==> src/rtl/hpdt_pkg.sv <==
// Package for the hashed pair dedupe table.
// Holds sizes, codes, shared structs and the FNV-1a fold. Depends on nothing.
package hpdt_pkg;

   localparam int BUCKET_COUNT = 1024;
   localparam int WAY_COUNT = 4;
   localparam int MAX_ID_BYTES = 128;
   localparam int ENTRY_COUNT = BUCKET_COUNT * WAY_COUNT;
   localparam int BUCKET_W = $clog2(BUCKET_COUNT);
   localparam int WAY_W = $clog2(WAY_COUNT);
   localparam int ENTRY_W = BUCKET_W + WAY_W;
   localparam int IDX_W = $clog2(MAX_ID_BYTES);
   localparam int LEN_W = IDX_W + 1;
   localparam int CNT_W = 13;
   localparam int OVF_W = 32;
   localparam int INFO_W = 1 + 2 * LEN_W;

   localparam logic [63:0] FNV_BASIS = 64'hcbf29ce484222325;
   localparam logic [63:0] FNV_PRIME_LOW = 64'd435;
   localparam logic [7:0] SEP_BYTE = 8'hff;

   localparam logic PART_TRADE = 1'b0;
   localparam logic PART_ORDER = 1'b1;

   typedef enum logic [1:0] {
      OP_QUERY,
      OP_INSERT,
      OP_CLEAR,
      OP_UNUSED
   } op_type;

   typedef enum logic [2:0] {
      ST_ABSENT,
      ST_PRESENT,
      ST_INSERTED,
      ST_FULL,
      ST_BAD_KEY,
      ST_CLEARED
   } status_type;

   typedef enum logic [1:0] {
      FR_IDLE,
      FR_PROC,
      FR_FINISH
   } front_state_type;

   typedef enum logic [3:0] {
      BK_INIT,
      BK_IDLE,
      BK_INFO_RD,
      BK_INFO_CHK,
      BK_CMP_RD,
      BK_CMP_CHK,
      BK_MATCH,
      BK_NEXT,
      BK_DECIDE,
      BK_COPY_RD,
      BK_COPY_WR,
      BK_INFO_WR,
      BK_RESULT
   } back_state_type;

   typedef struct packed {
      op_type op;
      logic [LEN_W-1:0] trade_len;
      logic [LEN_W-1:0] order_len;
      logic [BUCKET_W-1:0] bucket;
   } cmd_type;

   typedef struct packed {
      logic we;
      logic side;
      logic [IDX_W-1:0] addr;
      logic [7:0] data;
   } kbuf_wr_type;

   typedef struct packed {
      logic init_busy;
      logic cmd_done;
   } back_status_type;

   function automatic logic [63:0] fnv_fold(input logic [63:0] h, input logic [7:0] b);
      logic [63:0] x;
      x = h ^ {56'd0, b};
      return (x << 40) + (x * FNV_PRIME_LOW);
   endfunction

   function automatic logic len_ok(input logic [LEN_W-1:0] len);
      return (len != '0) && (len <= LEN_W'(MAX_ID_BYTES));
   endfunction

endpackage

==> src/rtl/hpdt_front.sv <==
// Front part: takes byte requests, fills the key buffers and folds the hash.
// Depends on hpdt_pkg; feeds hpdt_cmd_fifo and the key buffers in hpdt_back.
module hpdt_front
   import hpdt_pkg::*;
(
   input  logic            clock,
   input  logic            reset,
   input  logic            req_valid,
   output logic            req_ready,
   input  logic [1:0]      req_op,
   input  logic            req_part,
   input  logic            req_has_byte,
   input  logic [7:0]      req_key_byte,
   input  logic            req_last,
   input  back_status_type back_status,
   output kbuf_wr_type     kbuf_wr,
   output logic            cmd_valid,
   input  logic            cmd_ready,
   output cmd_type         cmd_data
);

   front_state_type state_ff, state_in;
   logic [1:0] op_ff;
   logic part_ff, has_byte_ff, last_ff;
   logic [7:0] byte_ff;
   logic [LEN_W-1:0] tlen_ff, tlen_in, olen_ff, olen_in;
   logic [63:0] hash_ff, hash_in;
   logic sep_ff, sep_in;
   logic busy_ff, busy_in;
   logic take;

   assign req_ready = (state_ff == FR_IDLE) && !busy_ff && !back_status.init_busy;
   assign take = req_valid && req_ready;

   always_comb begin
      state_in = state_ff;
      tlen_in = tlen_ff;
      olen_in = olen_ff;
      hash_in = hash_ff;
      sep_in = sep_ff;
      busy_in = busy_ff;
      kbuf_wr = '0;
      cmd_valid = 1'b0;
      cmd_data.op = op_type'(op_ff);
      cmd_data.trade_len = tlen_ff;
      cmd_data.order_len = olen_ff;
      cmd_data.bucket = hash_ff[BUCKET_W-1:0];
      if (back_status.cmd_done) begin
         busy_in = 1'b0;
      end
      case (state_ff)
         FR_IDLE: begin
            if (take) begin
               state_in = FR_PROC;
            end
         end
         FR_PROC: begin
            if (has_byte_ff && part_ff == PART_ORDER && !sep_ff) begin
               hash_in = fnv_fold(hash_ff, SEP_BYTE);
               sep_in = 1'b1;
            end else begin
               if (has_byte_ff && part_ff == PART_TRADE) begin
                  if (sep_ff) begin
                     tlen_in = LEN_W'(MAX_ID_BYTES + 1);
                  end else begin
                     kbuf_wr.we = !tlen_ff[LEN_W-1];
                     kbuf_wr.side = PART_TRADE;
                     kbuf_wr.addr = tlen_ff[IDX_W-1:0];
                     kbuf_wr.data = byte_ff;
                     if (tlen_ff <= LEN_W'(MAX_ID_BYTES)) begin
                        tlen_in = tlen_ff + 1'b1;
                     end
                     hash_in = fnv_fold(hash_ff, byte_ff);
                  end
               end else if (has_byte_ff) begin
                  kbuf_wr.we = !olen_ff[LEN_W-1];
                  kbuf_wr.side = PART_ORDER;
                  kbuf_wr.addr = olen_ff[IDX_W-1:0];
                  kbuf_wr.data = byte_ff;
                  if (olen_ff <= LEN_W'(MAX_ID_BYTES)) begin
                     olen_in = olen_ff + 1'b1;
                  end
                  hash_in = fnv_fold(hash_ff, byte_ff);
               end
               state_in = last_ff ? FR_FINISH : FR_IDLE;
            end
         end
         FR_FINISH: begin
            if (!sep_ff) begin
               hash_in = fnv_fold(hash_ff, SEP_BYTE);
               sep_in = 1'b1;
            end else begin
               cmd_valid = 1'b1;
               if (cmd_ready) begin
                  tlen_in = '0;
                  olen_in = '0;
                  hash_in = FNV_BASIS;
                  sep_in = 1'b0;
                  busy_in = 1'b1;
                  state_in = FR_IDLE;
               end
            end
         end
         default: begin
            state_in = FR_IDLE;
         end
      endcase
   end

   always_ff @(posedge clock) begin
      if (reset) begin
         state_ff <= FR_IDLE;
         tlen_ff <= '0;
         olen_ff <= '0;
         hash_ff <= FNV_BASIS;
         sep_ff <= 1'b0;
         busy_ff <= 1'b0;
      end else begin
         state_ff <= state_in;
         tlen_ff <= tlen_in;
         olen_ff <= olen_in;
         hash_ff <= hash_in;
         sep_ff <= sep_in;
         busy_ff <= busy_in;
      end
   end

   always_ff @(posedge clock) begin
      if (take) begin
         op_ff <= req_op;
         part_ff <= req_part;
         has_byte_ff <= req_has_byte;
         byte_ff <= req_key_byte;
         last_ff <= req_last;
      end
   end

endmodule

==> config.mk <==
export PLATFORM = sky130hd
export DESIGN_NAME = hpdt_front
export DESIGN_NICKNAME = d
export VERILOG_FILES = /design/src/rtl/hpdt_pkg.sv /design/src/rtl/hpdt_front.sv
export SDC_FILE = /design/constraint.sdc
export NUM_CORES = 1
export LEC_CHECK = 0
export BUFFER_PORTS_ARGS = -buffer_cell sky130_fd_sc_hd__buf_2
export CAP_MARGIN = 40
export CELL_PAD_IN_SITES_DETAIL_PLACEMENT = 0
export CELL_PAD_IN_SITES_GLOBAL_PLACEMENT = 1
export CORE_ASPECT_RATIO = 1.5
export CORE_MARGIN = 3
export CORE_UTILIZATION = 47
export CTS_CLUSTER_SIZE = 40
export DETAILED_ROUTE_END_ITERATION = 12
export HOLD_SLACK_MARGIN = 0.02
export PLACE_DENSITY_LB_ADDON = 0.1
export SYNTH_ARGS = -nofsm -noshare
export SYNTH_HDL_FRONTEND = slang
export SYNTH_SLANG_ARGS = --single-unit
==> constraint.sdc <==
create_clock -name clock -period 8.4 [get_ports clock]
set_input_delay 0.84 -clock clock [delete_from_list [all_inputs] [get_ports clock]]
set_output_delay 0.84 -clock clock [all_outputs]
set_load 0.005 [all_outputs]
==> run summary <==
Antenna violations before repair - 0
Post-synth top area cell - ha_1
Postcts setup bufs - 0
Min-delay src - busy_ff
Post-Syn Area per Cell - 10.0 um2
EDFF count, synth - 13
Worst path required time - 8.60 ns
Reg2Reg Depth - 14
Via total after detailed routing - 2,822
Number of detailed-route iterations in the first pass - 4
Clock transition at path regs - 0.08 ns
Multi-input logic area - 2450 um2
Buf+Inv Stages, Crit Path - 2
Largest net degree at the start of global routing - 19
Worst path cell trace - xor2_1 > ha_1 > fa_1 > ha_1 > fa_1 > ha_1 > inv_1 > fa_1 > inv_1 > a21o_1 > a21oi_1 > xnor3_1 > a221oi_1 > a211o_1
GRT overflow - 0
Starting Density - 49.2%
Worst Setup Start Kind - register
WL final - 9080 um
Critical path type - reg -> reg
FF+latch count, synth - 43
Fill cells - 682
Max-cap violations - 0
Port Buffers - 65
End of the worst hold path - busy_ff
Period utilization - 51.0%
Residual DRC - 0
Clock buffer depth - 2
DRT antenna net count - 0
PwrDens - 218 nW/um2
Crit end category - register
Dpl ws - 4.11 ns
Post-route clock skew - 0.00579 ns
Sink Count - 43
Placed insts - 519
Die H - 114 um
Post-synth net total - 458
Dpl cell area - 4020 um2
NumNets Final - 522
Netlist cell types - 54
Minimum clock period - 4.28 ns
Lkg Pwr - 1.92 nW
CTS H-tree lvls - 2
Post-Syn Instances - 362
Vias in the first global route - 2,980
Slew HR - 57.0%
Register area - 991 um2
RSZ-0062 raised after global routing - false
First-pass GRT wire length - 14,400 um
R2r setup slk - 4.12 ns
Top cells by area, synth - ha_1 (20%), dfxtp_1 (17%), edfxtp_1 (11%)
R2r startpoint - byte_ff[0]
Synthesized cell area - 3630 um2
Worst VDD drop - 0.000139 V
Most common flop cell mapped by yosys - dfxtp_1
Hold Crit Depth - 2
Post-synthesis sequential area ratio - 27.3%
Die ar. - 8830 um2
Post-synth top area share - 20.4%
Final number of setup-violating endpoints - 0
Worst-margin pin slew - 0.643 ns
Worst Path Max Fanout - 4
Peak Freq - 234 MHz
Final Hold Viols - 0
Fin area - 4100 um2
R2r endpoint - hash_ff[9]
Final HPWL DP - 7630 um
Layout cell share with drive strength beyond 1 - 19.2%
Post-CTS Hold Fix Bufs - 0
Worst Hold Class - reg -> reg
Setup TNS - 0 ns
Status - complete, no violations
CP max-delay cell - fa_1
Row count - 38
Most common cell in the netlist - ha_1
Hold WS - 0.479 ns
CP arrival - 4.48 ns
Root Buffer - clkbuf_8
Total GRT Usage - 21.2%
CTS tree - yes
Diode count - 0
Area grow syn2layout - 13.1%
RePlAce Congestion - 0.885
WL/cell - 17.2 um
Inserted Clock Buffers - 5
Cell Count, Final, Fillers Out - 527
Io pins - 66
Slew Limit Fails - 0
CP top delay family - adder cells
YS warnings - 0
Initial drt markers - 90
Die W - 77.7 um
Vias per inst - 5.35
Post-synth top cells - ha_1 (59), nor2_1 (36), inv_1 (32)
Final worst slack - 4.12 ns
CORE AREA - 7370 um2
CTS resizes - 0
Clk_lat worst skew - 0.30 ns
Slowest stage delay, CP - 0.49 ns
FFs w/ async S/R, synth - 0%
==> area by class of cell <==
type	instances	area share, %
Tap cell	100	3.05
Sequential cell	43	24.2
Multi-Input combinational cell	278	59.8
Clock inverter	2	0.305
Timing Repair Buffer	65	7.93
Clock buffer	6	1.77
Inverter	33	3.02
==> layer usage <==
| metal | part of all wire (%) | track usage (%) | wire, um |
|---|---|---|---|
| met2 | 58 | 42.0 | 5230 |
| met1 | 35 | 20.8 | 3180 |
| met3 | 3.4 | 3.48 | 311 |
| met5 | 0 | 0 | 0 |
| met4 | 3.9 | 10.1 | 356 |
==> worst max-delay path by stage <==
stage	start	endpoint	slack, ns	cells after the start
6_report	byte_ff[0]	hash_ff[9]	4.12	14
5_1_grt	hash_ff[0]	hash_ff[9]	3.83	14
4_1_cts	byte_ff[0]	hash_ff[9]	4.08	14
3_5_place_dp	byte_ff[0]	hash_ff[9]	4.11	14
3_3_place_gp	byte_ff[0]	hash_ff[9]	4.15	14
2_1_floorplan	byte_ff[5]	hash_ff[9]	4.39	15
==> cells in the final DEF, fill, tap and decap left out, types with 10 or more instances in the layout <==
cell type	Yosys	routed
xor2_1	12	12
xnor2_1	25	25
a21oi_1	18	18
buf_2	1	65
nand2_1	12	12
ha_1	59	59
fa_1	18	18
inv_1	32	32
nor2_1	36	36
edfxtp_1	13	13
dfxtp_1	30	30
and2_1	10	10
==> registers in the layout, summed over array words and instances, names as in the netlist <==
register     count
busy_ff          1
byte_ff          8
has_byte_ff      1
hash_ff         10
last_ff          1
olen_ff          8
op_ff            2
part_ff          1
sep_ff           1
state_ff         2
tlen_ff          8
==> logic make-up (layout without fill, tap and decap cells) <==
kind of cell / after synthesis / in the layout / share of synthesized area (%)
buffers and inverters: 41 / 106 / 5.07
adders and majority gates: 77 / 77 / 30.3
AOI/OAI and AO/OA: 67 / 67 / 12.5
muxes: 1 / 1 / 0.276
xor gates and xnor gates: 43 / 43 / 12.1
and+or+nand+nor: 90 / 90 / 12.4
DFF: 43 / 43 / 27.3
==> where the power goes <==
group / switching (mW) / leakage, nW / internal [mW]
logic: 0.269 / 1.51 / 0.263
clock network: 0.0734 / 0.0412 / 0.0582
registers: 0.00916 / 0.364 / 0.221
total: 0.351 / 1.92 / 0.543
==> worst reg2reg max path, stage by stage, from the launching register on <==
cell      delay (ns)
edfxtp_1        0.43
xor2_1          0.41
ha_1            0.30
fa_1            0.41
ha_1            0.32
fa_1            0.49
ha_1            0.33
inv_1           0.06
fa_1            0.45
inv_1           0.07
a21o_1          0.10
a21oi_1         0.06
xnor3_1         0.36
a221oi_1        0.07
a211o_1         0.31
==> metrics by stage <==
step,util [%],power (mW)
6_report,55.7,0.894
5_1_grt,55.7,0.966
3_3_place_gp,54.5,0.764
2_1_floorplan,-,0.638
3_5_place_dp,54.5,0.776
4_1_cts,55.7,0.910
No activity file was read; power rests on OpenSTA's default activity.
