==> src/rtl/hpdt_pkg.sv <==
// Package for the hashed pair dedupe table.
// Holds sizes, codes, shared structs and the FNV-1a fold. Depends on nothing.
package hpdt_pkg;

   localparam int BUCKET_COUNT = 1024;
   localparam int WAY_COUNT = 4;
   localparam int MAX_ID_BYTES = 128;
   localparam int ENTRY_COUNT = BUCKET_COUNT * WAY_COUNT;
   localparam int BUCKET_W = $clog2(BUCKET_COUNT);
   localparam int WAY_W = $clog2(WAY_COUNT);
   localparam int ENTRY_W = BUCKET_W + WAY_W;
   localparam int IDX_W = $clog2(MAX_ID_BYTES);
   localparam int LEN_W = IDX_W + 1;
   localparam int CNT_W = 13;
   localparam int OVF_W = 32;
   localparam int INFO_W = 1 + 2 * LEN_W;

   localparam logic [63:0] FNV_BASIS = 64'hcbf29ce484222325;
   localparam logic [63:0] FNV_PRIME_LOW = 64'd435;
   localparam logic [7:0] SEP_BYTE = 8'hff;

   localparam logic PART_TRADE = 1'b0;
   localparam logic PART_ORDER = 1'b1;

   typedef enum logic [1:0] {
      OP_QUERY,
      OP_INSERT,
      OP_CLEAR,
      OP_UNUSED
   } op_type;

   typedef enum logic [2:0] {
      ST_ABSENT,
      ST_PRESENT,
      ST_INSERTED,
      ST_FULL,
      ST_BAD_KEY,
      ST_CLEARED
   } status_type;

   typedef enum logic [1:0] {
      FR_IDLE,
      FR_PROC,
      FR_FINISH
   } front_state_type;

   typedef enum logic [3:0] {
      BK_INIT,
      BK_IDLE,
      BK_INFO_RD,
      BK_INFO_CHK,
      BK_CMP_RD,
      BK_CMP_CHK,
      BK_MATCH,
      BK_NEXT,
      BK_DECIDE,
      BK_COPY_RD,
      BK_COPY_WR,
      BK_INFO_WR,
      BK_RESULT
   } back_state_type;

   typedef struct packed {
      op_type op;
      logic [LEN_W-1:0] trade_len;
      logic [LEN_W-1:0] order_len;
      logic [BUCKET_W-1:0] bucket;
   } cmd_type;

   typedef struct packed {
      logic we;
      logic side;
      logic [IDX_W-1:0] addr;
      logic [7:0] data;
   } kbuf_wr_type;

   typedef struct packed {
      logic init_busy;
      logic cmd_done;
   } back_status_type;

   function automatic logic [63:0] fnv_fold(input logic [63:0] h, input logic [7:0] b);
      logic [63:0] x;
      x = h ^ {56'd0, b};
      return (x << 40) + (x * FNV_PRIME_LOW);
   endfunction

   function automatic logic len_ok(input logic [LEN_W-1:0] len);
      return (len != '0) && (len <= LEN_W'(MAX_ID_BYTES));
   endfunction

endpackage

==> src/rtl/hpdt_cmd_fifo.sv <==
// Two-entry command queue between the front and back parts.
// Depends on hpdt_pkg for the command struct.
module hpdt_cmd_fifo
   import hpdt_pkg::*;
(
   input  logic    clock,
   input  logic    reset,
   input  logic    push_valid,
   output logic    push_ready,
   input  cmd_type push_data,
   output logic    pop_valid,
   input  logic    pop_ready,
   output cmd_type pop_data
);

   cmd_type slot_ff [2];
   logic wr_ptr_ff, wr_ptr_in;
   logic rd_ptr_ff, rd_ptr_in;
   logic [1:0] count_ff, count_in;
   logic do_push, do_pop;

   assign push_ready = (count_ff != 2'd2);
   assign pop_valid = (count_ff != 2'd0);
   assign pop_data = slot_ff[rd_ptr_ff];
   assign do_push = push_valid && push_ready;
   assign do_pop = pop_valid && pop_ready;

   always_comb begin
      wr_ptr_in = do_push ? ~wr_ptr_ff : wr_ptr_ff;
      rd_ptr_in = do_pop ? ~rd_ptr_ff : rd_ptr_ff;
      count_in = count_ff + {1'b0, do_push} - {1'b0, do_pop};
   end

   always_ff @(posedge clock) begin
      if (reset) begin
         wr_ptr_ff <= 1'b0;
         rd_ptr_ff <= 1'b0;
         count_ff <= 2'd0;
      end else begin
         wr_ptr_ff <= wr_ptr_in;
         rd_ptr_ff <= rd_ptr_in;
         count_ff <= count_in;
      end
   end

   always_ff @(posedge clock) begin
      if (do_push) begin
         slot_ff[wr_ptr_ff] <= push_data;
      end
   end

endmodule

==> config.mk <==
export PLATFORM = sky130hd
export DESIGN_NAME = hpdt_cmd_fifo
export DESIGN_NICKNAME = d
export VERILOG_FILES = /design/src/rtl/hpdt_pkg.sv /design/src/rtl/hpdt_cmd_fifo.sv
export SDC_FILE = /design/constraint.sdc
export NUM_CORES = 1
export LEC_CHECK = 0
export ABC_AREA = 0
export BUFFER_PORTS_ARGS = -buffer_cell sky130_fd_sc_hd__buf_2
export CAP_MARGIN = 20
export CORE_ASPECT_RATIO = 1.1
export CORE_MARGIN = 2
export CORE_UTILIZATION = 35
export CTS_CLUSTER_SIZE = 10
export DETAILED_ROUTE_END_ITERATION = 8
export GPL_TIMING_DRIVEN = 1
export PLACE_DENSITY = 0.58
export RECOVER_POWER = 50
export SYNTH_ARGS = -nofsm -noshare
export SYNTH_HDL_FRONTEND = slang
export SYNTH_SLANG_ARGS = --single-unit
==> constraint.sdc <==
create_clock -name clock -period 4.1 [get_ports clock]
set_clock_uncertainty 0.2 [all_clocks]
set_input_delay 0.82 -clock clock [delete_from_list [all_inputs] [get_ports clock]]
set_output_delay 0.82 -clock clock [all_outputs]
set_load 0.01 [all_outputs]
==> run summary, run 1 <==
Slew HR - 0.418
Worst min path class - reg -> reg
Commonest non-fill, non-tap cells in the layout - edfxtp_1 (56), buf_2 (46), mux2_4 (21), clkbuf_1 (16), clkbuf_8 (9)
Crit-path max FO - 28
Starting Density - 0.360
Synthesis-stage register bit count - 61
Leakage power - 1.13 nW
Avg Cell Area, Syn - 21.3 sq um
Pin count of the biggest net entering global routing - 29
Syn Inst Count - 111
Dpl hpwl - 2.65 mm
Area leader, netlist - edfxtp_1
Worst-Skew Late Latency - 0.32 ns
Worst endpoint data arrival time - 1.80 ns
Req. time, crit path - 3.08 ns
Largest cells by area after synthesis - edfxtp_1 (71%), mux2_4 (13%), dfxtp_1 (4.2%), mux2_2 (3.8%), buf_12 (1.7%)
CP Launch Type - flop
First-pass GRT wire length - 5.87 mm
Post-Route Setup TNS - 0 ns
Slew @ Worst Pin - 0.872 ns
Net Count, Synth - 145
Vias per cell - 4.45
Routability cong. - 0.667
CTS Sinks - 61
Finished Cell Area - 2920 sq um
Chip Height - 90.1 um
Share of layout cells above drive strength 1 - 0.508
Crit end category - primary output
Root buf cell - clkbuf_8
Routed WL per cell - 14.6 um
Hold buffers post-CTS - 0
Ys Warns - 0
Crit Path Class - reg -> out
Dpl cell area - 2740 sq um
Vias in the first global route - 1274
Initial antenna violation count - 0
# port buffers - 61
Post-synthesis instance area - 2360 sq um
Synth top area share - 0.712
CTS tree - done
Final Setup Violations - 0
RSZ-0062 raised after global routing - false
Die X-Extent - 82.3 um
Max Cap Viol - 0
Core area - 6560 sq um
Final min period - 2.82 ns
PwrDens - 625 nW/um^2
Grt total ovfl - 0
Fin nets - 216
P&R area growth vs syn - 23.7%
Die ar. - 7420 sq um
TritonRoute pass-1 iters - 4
H-tree Lvls - 3
Final Hold Vio Count - 0
Clock tree buffer depth - 2
Antenna Nets Post-Route - 0
DRT Wirelength - 3.92 mm
Final Max Tran Viols - 0
Seq/Total Area, Yosys - 0.755
Boundary Pins - 62
Most common cell after layout, fill and taps aside - edfxtp_1
VDD IR max - 0.279 mV
Resized cells post-CTS - 0
DRC viols - 0
Outcome - finished, final reports clean
FP Rows - 31
Number of diodes - 0
Post-synthesis cell type count - 17
Via count - 1196
Total track usage - 0.111
DR iter-0 viols - 105
Clock-pin slew on the worst setup and hold paths - 0.06 ns
Max Clk Rate - 355 MHz
Setup repair bufs after CTS - 0
CTS Buf Count - 9
Fin crit share - 0.687
power by group:
part	internal (mW)	switching, mW	leakage (nW)
sequential	0.785	0.0725	0.565
clock	0.336	0.212	0.105
combinational	0.238	0.183	0.455
critical path: stages, from the launching register on:
cell     delay, ns
dfxtp_2       0.90
mux2_2        0.42
buf_2         0.14
worst paths after layout:
kind | cells after the start | slack [ns] | end | startpoint
max reg2reg | 4 | 1.99 | slot_ff[0][6] | count_ff[0]
min | 2 | 0.33 | rd_ptr_ff | rd_ptr_ff
min reg2reg | 2 | 0.33 | rd_ptr_ff | rd_ptr_ff
max | 2 | 1.28 | pop_data[0] | flop
registers in the layout, summed over array words and instances, names as in the netlist, named ones only:
| signal | cells |
|---|---|
| count_ff | 2 |
| rd_ptr_ff | 1 |
| slot_ff | 56 |
| wr_ptr_ff | 1 |
metal layers:
layer	up-vias	track usage	part of all wire
met3	10	0.0392	0.061
met5	-	0	0
met1	579	0.116	0.40
met4	0	0.0708	0.024
li1	566	-	-
met2	41	0.183	0.52
per-stage QoR:
step	power (mW)	instances	hold WS, ns	utilization	worst slack [ns]
after floorplan	1.17	111	0.280	-	1.41
after global placement	1.29	253	0.294	0.417	1.61
after detailed placement	1.30	253	0.303	0.417	1.58
after CTS	1.86	269	0.331	0.449	1.21
after global routing	1.92	269	0.369	0.446	1.18
final	1.83	269	0.334	0.446	1.28
final cells by class:
type	count	area (sq um)
multi-input cells	46	524
well taps	82	103
clock buffers	10	128
fillers	595	3630
repair buffers	63	302
flip-flops and latches	61	1780
clock inverters	6	77.6
inverters	1	3.75
logic make-up (layout without fill, tap and decap cells):
kind of cell / count (synthesis) / after routing / share of synthesized area
fa+ha+maj: 2 / 2 / 0.0106
compound gates: 1 / 1 / 0.00371
xor+xnor: 3 / 3 / 0.0111
simple gates: 11 / 11 / 0.0249
mux: 29 / 29 / 0.172
buf+inv: 4 / 80 / 0.0233
flops: 61 / 61 / 0.755
synth_stat cells:
cell and n:
edfxtp_1 56, mux2_4 21, mux2_2 8, dfxtp_1 5
nor2_1 5, buf_12 2, ha_1 2, nor2b_1 2
xnor2_1 2, and3_1 1, buf_6 1, inv_1 1
nand2_2 1, nand2b_2 1, o21a_2 1, or2_2 1
xor2_1 1
Power figures use the tool's default switching activity.
==> inputs of run 2 (changes only) <==
- clock period: 4.1 -> 2.7 ns (I/O delays scaled with it)
==> run summary, run 2 (same netlist as run 1, synthesis figures left out) <==
VDD IR max - 0.366 mV (+31%)
Dpl cell area - 2760 sq um (+1.0%)
Crit Path Class - reg -> out
Clock-pin slew on the worst setup and hold paths - 0.07 ns (about the same)
Most common cell after layout, fill and taps aside - edfxtp_1
Worst r2r src - count_ff[0]
Worst-Skew Late Latency - 0.33 ns (about the same)
Crit end category - primary output
Die X-Extent - 82.3 um (unchanged)
Max Cap Viol - 0 (unchanged)
Share of layout cells above drive strength 1 - 0.492 (-0.0160)
CTS tree - done
Worst Hold Launch - push_data[12]
Initial antenna violation count - 0 (unchanged)
Largest register by flop count - slot_ff
Post-Route Setup TNS - 0 ns (unchanged)
CP Launch Type - flop
DRT Wirelength - 3.83 mm (-2.3%)
Pin count of the biggest net entering global routing - 29 (unchanged)
Chip Height - 90.1 um (unchanged)
Hold buffers post-CTS - 0 (unchanged)
Slew @ Worst Pin - 0.812 ns (-0.0604 ns)
Commonest non-fill, non-tap cells in the layout - edfxtp_1 (56), buf_2 (44), mux2_4 (21), clkbuf_1 (21), clkbuf_8 (14)
Vias per cell - 4.45 (about the same)
Routability cong. - 0.712 (+6.7%)
FF-to-FF path depth - 4 (unchanged)
Worst min path class - in -> reg
CTS Sinks - 61 (unchanged)
# port buffers - 61 (unchanged)
Clock tree buffer depth - 2 (unchanged)
Max reg flops - 56 (unchanged)
Boundary Pins - 62 (unchanged)
Req. time, crit path - 1.96 ns (-1.12 ns)
Die ar. - 7420 sq um (unchanged)
Reg-to-reg slack, setup - 0.72 ns (-1.27 ns)
Fill cells - 610 (+2.5%)
CTS Buf Count - 9 (unchanged)
Grt total ovfl - 0 (unchanged)
Pwr Total - 2.72 mW (+49%)
Setup repair bufs after CTS - 0 (unchanged)
Starting Density - 0.360 (unchanged)
DRC viols - 0 (unchanged)
Vias in the first global route - 1167 (-8.4%)
H-tree Lvls - 3 (unchanged)
Final min period - 2.25 ns
Routed WL per cell - 14.1 um (-3.0%)
Max Clk Rate - 444 MHz
Hold endpoint - slot_ff[1][12]
Dpl hpwl - 2.65 mm (-0.12%)
DR iter-0 viols - 63 (-40%)
Final Hold Vio Count - 0 (unchanged)
Number of diodes - 0 (unchanged)
Hold depth - 1 (-1)
Resized cells post-CTS - 0 (unchanged)
Crit-path max FO - 23 (-18%)
Worst endpoint data arrival time - 1.51 ns (-0.29 ns)
Slew HR - 0.459 (+0.0403)
Worst r2r dst - slot_ff[0][16]
Fin nets - 218 (+0.93%)
Total track usage - 0.110 (-0.000805)
Finished Cell Area - 2930 sq um (+0.34%)
Final Setup Violations - 0 (unchanged)
Core area - 6560 sq um (unchanged)
Seq. cell area - 1780 sq um (unchanged)
Antenna Nets Post-Route - 0 (unchanged)
First-pass GRT wire length - 5.72 mm (-2.5%)
Via count - 1205 (+0.75%)
Area of the multi-input gates - 522 sq um (-0.48%)
Outcome - finished, final reports clean
P&R area growth vs syn - 24.1%
RSZ-0062 raised after global routing - false
Fin crit share - 0.835
Root buf cell - clkbuf_8
Leakage power - 1.12 nW (-0.16%)
Final Max Tran Viols - 0 (unchanged)
Layout Utilization - 0.447 (+0.00153)
TritonRoute pass-1 iters - 4 (unchanged)
FP Rows - 31 (unchanged)
PwrDens - 928 nW/um^2 (+48%)
Largest registers - slot_ff x56, count_ff x2
## run 2: cell type report
class                           count  area share
Sequential cell                    61       0.608
Tap cell                           82      0.0350
Clock buffer                       16      0.0683
Timing Repair Buffer               65       0.109
Multi-Input combinational cell     46       0.178
Inverter                            1     0.00128
## run 2: worst max-delay path, cell delays in order, from the launching register on
cell and delay (ns):
dfxtp_2 0.43, buf_12 0.23, mux2_2 0.37, buf_2 0.14
## run 2: per-layer routing
layer | wire, um | vias to the layer above | global-route usage
met5 | 0 | - | 0
met4 | 117 | 0 | 0.0875
met3 | 251 | 12 | 0.0331
met2 | 1930 | 41 | 0.166
met1 | 1530 | 583 | 0.126
li1 | - | 569 | -
## run 2: worst max-delay path by stage
stage                     from            end  slack (ns)
finish                    flop    pop_data[4]        0.45
global route              flop    pop_data[4]        0.38
CTS                       flop    pop_data[4]        0.40
detailed placement   pop_ready    count_ff[1]        0.77
global placement          flop    pop_data[4]        0.80
floorplan           push_valid  slot_ff[0][0]        0.29
## run 2: per-stage QoR
stage / hold WS [ns] / std cells / setup slack, ns
finish: 0.194 / 271 / 0.446
floorplan: 0.280 / 111 / 0.293
detailed placement: 0.313 / 255 / 0.767
global placement: 0.315 / 255 / 0.801
global route: 0.179 / 271 / 0.381
CTS: 0.168 / 271 / 0.401
## run 2: report_power, final
group / total, mW / internal (mW) / switching (mW)
Sequential: 1.25 / 1.19 / 0.0548
Combinational: 0.704 / 0.370 / 0.333
Clock: 0.767 / 0.460 / 0.308
Total: 2.72 / 2.02 / 0.696
==> inputs of run 3 (changes only) <==
- ABC_AREA: 0 -> 1
- PLACE_DENSITY: 0.58 -> 0.6
- clock period: 2.7 -> 1.91 ns (I/O delays scaled with it)
==> run summary, run 3 <==
Crit end category - primary output
Synth top area share - 0.710 (-0.00188)
FP Rows - 31 (unchanged)
Total track usage - 0.113 (+0.00278)
Largest registers - slot_ff x56, count_ff x2
First-pass GRT wire length - 5.93 mm (+3.7%)
Starting Density - 0.361 (+0.000954)
Net Count, Synth - 158 (+9.0%)
Final Max Tran Viols - 0 (unchanged)
Boundary Pins - 62 (unchanged)
CTS tree - done
Fin crit share - 1.01
Largest register by flop count - slot_ff
Crit Path Class - reg -> out
Slew @ Worst Pin - 0.172 ns (-0.640 ns)
TritonRoute pass-1 iters - 5 (+1)
Avg Cell Area, Syn - 19.1 sq um (-10%)
Vias per cell - 4.50 (+1.2%)
Routed WL per cell - 13.7 um (-3.1%)
Root buf cell - clkbuf_8
Dpl cell area - 2790 sq um (+1.0%)
Grt total ovfl - 0 (unchanged)
DR iter-0 viols - 50 (-21%)
H-tree Lvls - 3 (unchanged)
Final Setup Violations - 21 (+21)
Number of diodes - 0 (unchanged)
Req. time, crit path - 1.33 ns (-0.63 ns)
Leakage power - 1.28 nW (+14%)
Max Clk Rate - 516 MHz
Die ar. - 7440 sq um (+0.26%)
# port buffers - 61 (unchanged)
Fin worst setup slack - -0.0263 ns (-0.472 ns)
Ys Warns - 0 (unchanged)
Final min period - 1.94 ns
DRT Wirelength - 3.90 mm (+1.9%)
Synthesis-stage register bit count - 61 (unchanged)
Slew HR - 0.885 (+0.427)
Final Hold Vio Count - 0 (unchanged)
CTS Sinks - 61 (unchanged)
VDD IR max - 0.510 mV (+39%)
Ys async rst share - 0 (unchanged)
Seq/Total Area, Yosys - 0.753 (-0.00199)
Post-synthesis cell type count - 12 (-5)
Largest cells by area after synthesis - edfxtp_1 (71%), mux2_4 (13%), dfxtp_1 (4.2%), mux2_2 (3.8%), buf_12 (1.7%)
CTS Buf Count - 9 (unchanged)
Post-Route Setup TNS - -0.298 ns (-0.298 ns)
Finished Cell Area - 3220 sq um (+9.9%)
Main synth FF type - edfxtp_1
Syn Inst Count - 124 (+12%)
Crit-path max FO - 14 (-39%)
Share of layout cells above drive strength 1 - 0.498 (+0.00547)
RSZ-0062 raised after global routing - true
Max reg flops - 56 (unchanged)
Dpl hpwl - 2.28 mm (-14%)
Antenna Nets Post-Route - 0 (unchanged)
Pin count of the biggest net entering global routing - 29 (unchanged)
Vias in the first global route - 1276 (+9.3%)
Clock-pin slew on the worst setup and hold paths - 0.06 ns (about the same)
CP Launch Type - flop
Via count - 1282 (+6.4%)
DRC viols - 0 (unchanged)
Setup repair bufs after CTS - 0 (unchanged)
Commonest non-fill, non-tap cells in the layout - edfxtp_1 (56), mux2_4 (28), buf_6 (27), buf_2 (26), clkbuf_1 (10)
Routability cong. - 0.677 (-4.9%)
Outcome - finished, violations left
Worst min path class - in -> reg
Number of synthesized flops with an enable pin - 56 (unchanged)
Most frequent cell after synthesis - edfxtp_1
Fin nets - 232 (+6.4%)
Synth top cells by count - edfxtp_1 (56), mux2_4 (20), nor2_1 (9)
Worst-Skew Late Latency - 0.32 ns (about the same)
Max Cap Viol - 0 (unchanged)
Core area - 6560 sq um (unchanged)
Most common cell after layout, fill and taps aside - edfxtp_1
PwrDens - 1300 nW/um^2 (+40%)
Chip Height - 90.3 um (+0.13%)
Post-synthesis instance area - 2370 sq um (+0.26%)
Failing checks - negative setup slack
Clock tree buffer depth - 2 (unchanged)
Worst endpoint data arrival time - 1.35 ns (-0.16 ns)
P&R area growth vs syn - 36.0%
Area leader, netlist - edfxtp_1
Hold buffers post-CTS - 0 (unchanged)
Initial antenna violation count - 0 (unchanged)
Die X-Extent - 82.4 um (+0.13%)
==> run 3: path summary, 6_finish.rpt <==
check                            startpoint            to  slack, ns  cells past startpoint
worst max-delay path                   flop  pop_data[10]      -0.03                      3
worst min-delay path                  reset   count_ff[0]       0.02                      2
worst max register to register  count_ff[0]   count_ff[1]       0.19                     10
worst min register to register    rd_ptr_ff     rd_ptr_ff       0.31                      2
==> run 3: timing repair <==
action                     CTS  global route
setup endpoints to repair   28            28
gates resized for setup     23            14
cloned                       1             1
==> run 3: area by class of cell <==
type / instances / area [sq um]
flip-flops and latches: 61 / 1790
repair buffers: 66 / 577
multi-input cells: 52 / 542
inverters: 8 / 30.0
clock buffers: 11 / 131
fillers: 570 / 3340
clock inverters: 5 / 51.3
well taps: 82 / 103
==> run 3: layer usage <==
layer | vias up | GRT usage | wire, um
met5 | - | 0 | 0
met4 | 0 | 0.0806 | 85
li1 | 607 | - | -
met2 | 42 | 0.181 | 2100
met1 | 627 | 0.119 | 1530
met3 | 6 | 0.0410 | 185
==> run 3: worst max-delay path, cell delays in order, from the launching register on <==
cell and delay (ns):
dfxtp_4 0.41, buf_16 0.18, mux2_4 0.30, buf_2 0.14
==> run 3: power breakdown <==
| group | switching [mW] | leakage [nW] | total (mW) | internal (mW) |
|---|---|---|---|---|
| clock | 0.454 | 0.0907 | 1.05 | 0.594 |
| sequential | 0.0776 | 0.565 | 1.78 | 1.70 |
| combinational | 0.573 | 0.627 | 1.37 | 0.795 |
==> run 3: cell families (layout without fill, tap and decap cells) <==
logic type,count (synthesis),in the layout,synth area share
AOI/OAI and AO/OA,2,2,0.00423
DFF,61,61,0.753
muxes,28,28,0.165
and+or+nand+nor,20,20,0.0333
buffers and inverters,11,90,0.0344
adders and majority gates,2,2,0.0106
==> run 3: metrics by stage <==
stage | std cells | worst slack [ns] | total power [mW] | hold WS [ns] | utilization
2_1_floorplan | 124 | 0.123 | 2.51 | 0.253 | -
3_3_place_gp | 267 | 0.233 | 2.83 | 0.293 | 0.426
3_5_place_dp | 267 | 0.181 | 2.85 | 0.300 | 0.426
4_1_cts | 284 | -0.0842 | 4.14 | 0.00434 | 0.478
5_1_grt | 285 | -0.0948 | 4.42 | 0.0195 | 0.491
6_report | 285 | -0.0263 | 4.19 | 0.0241 | 0.491
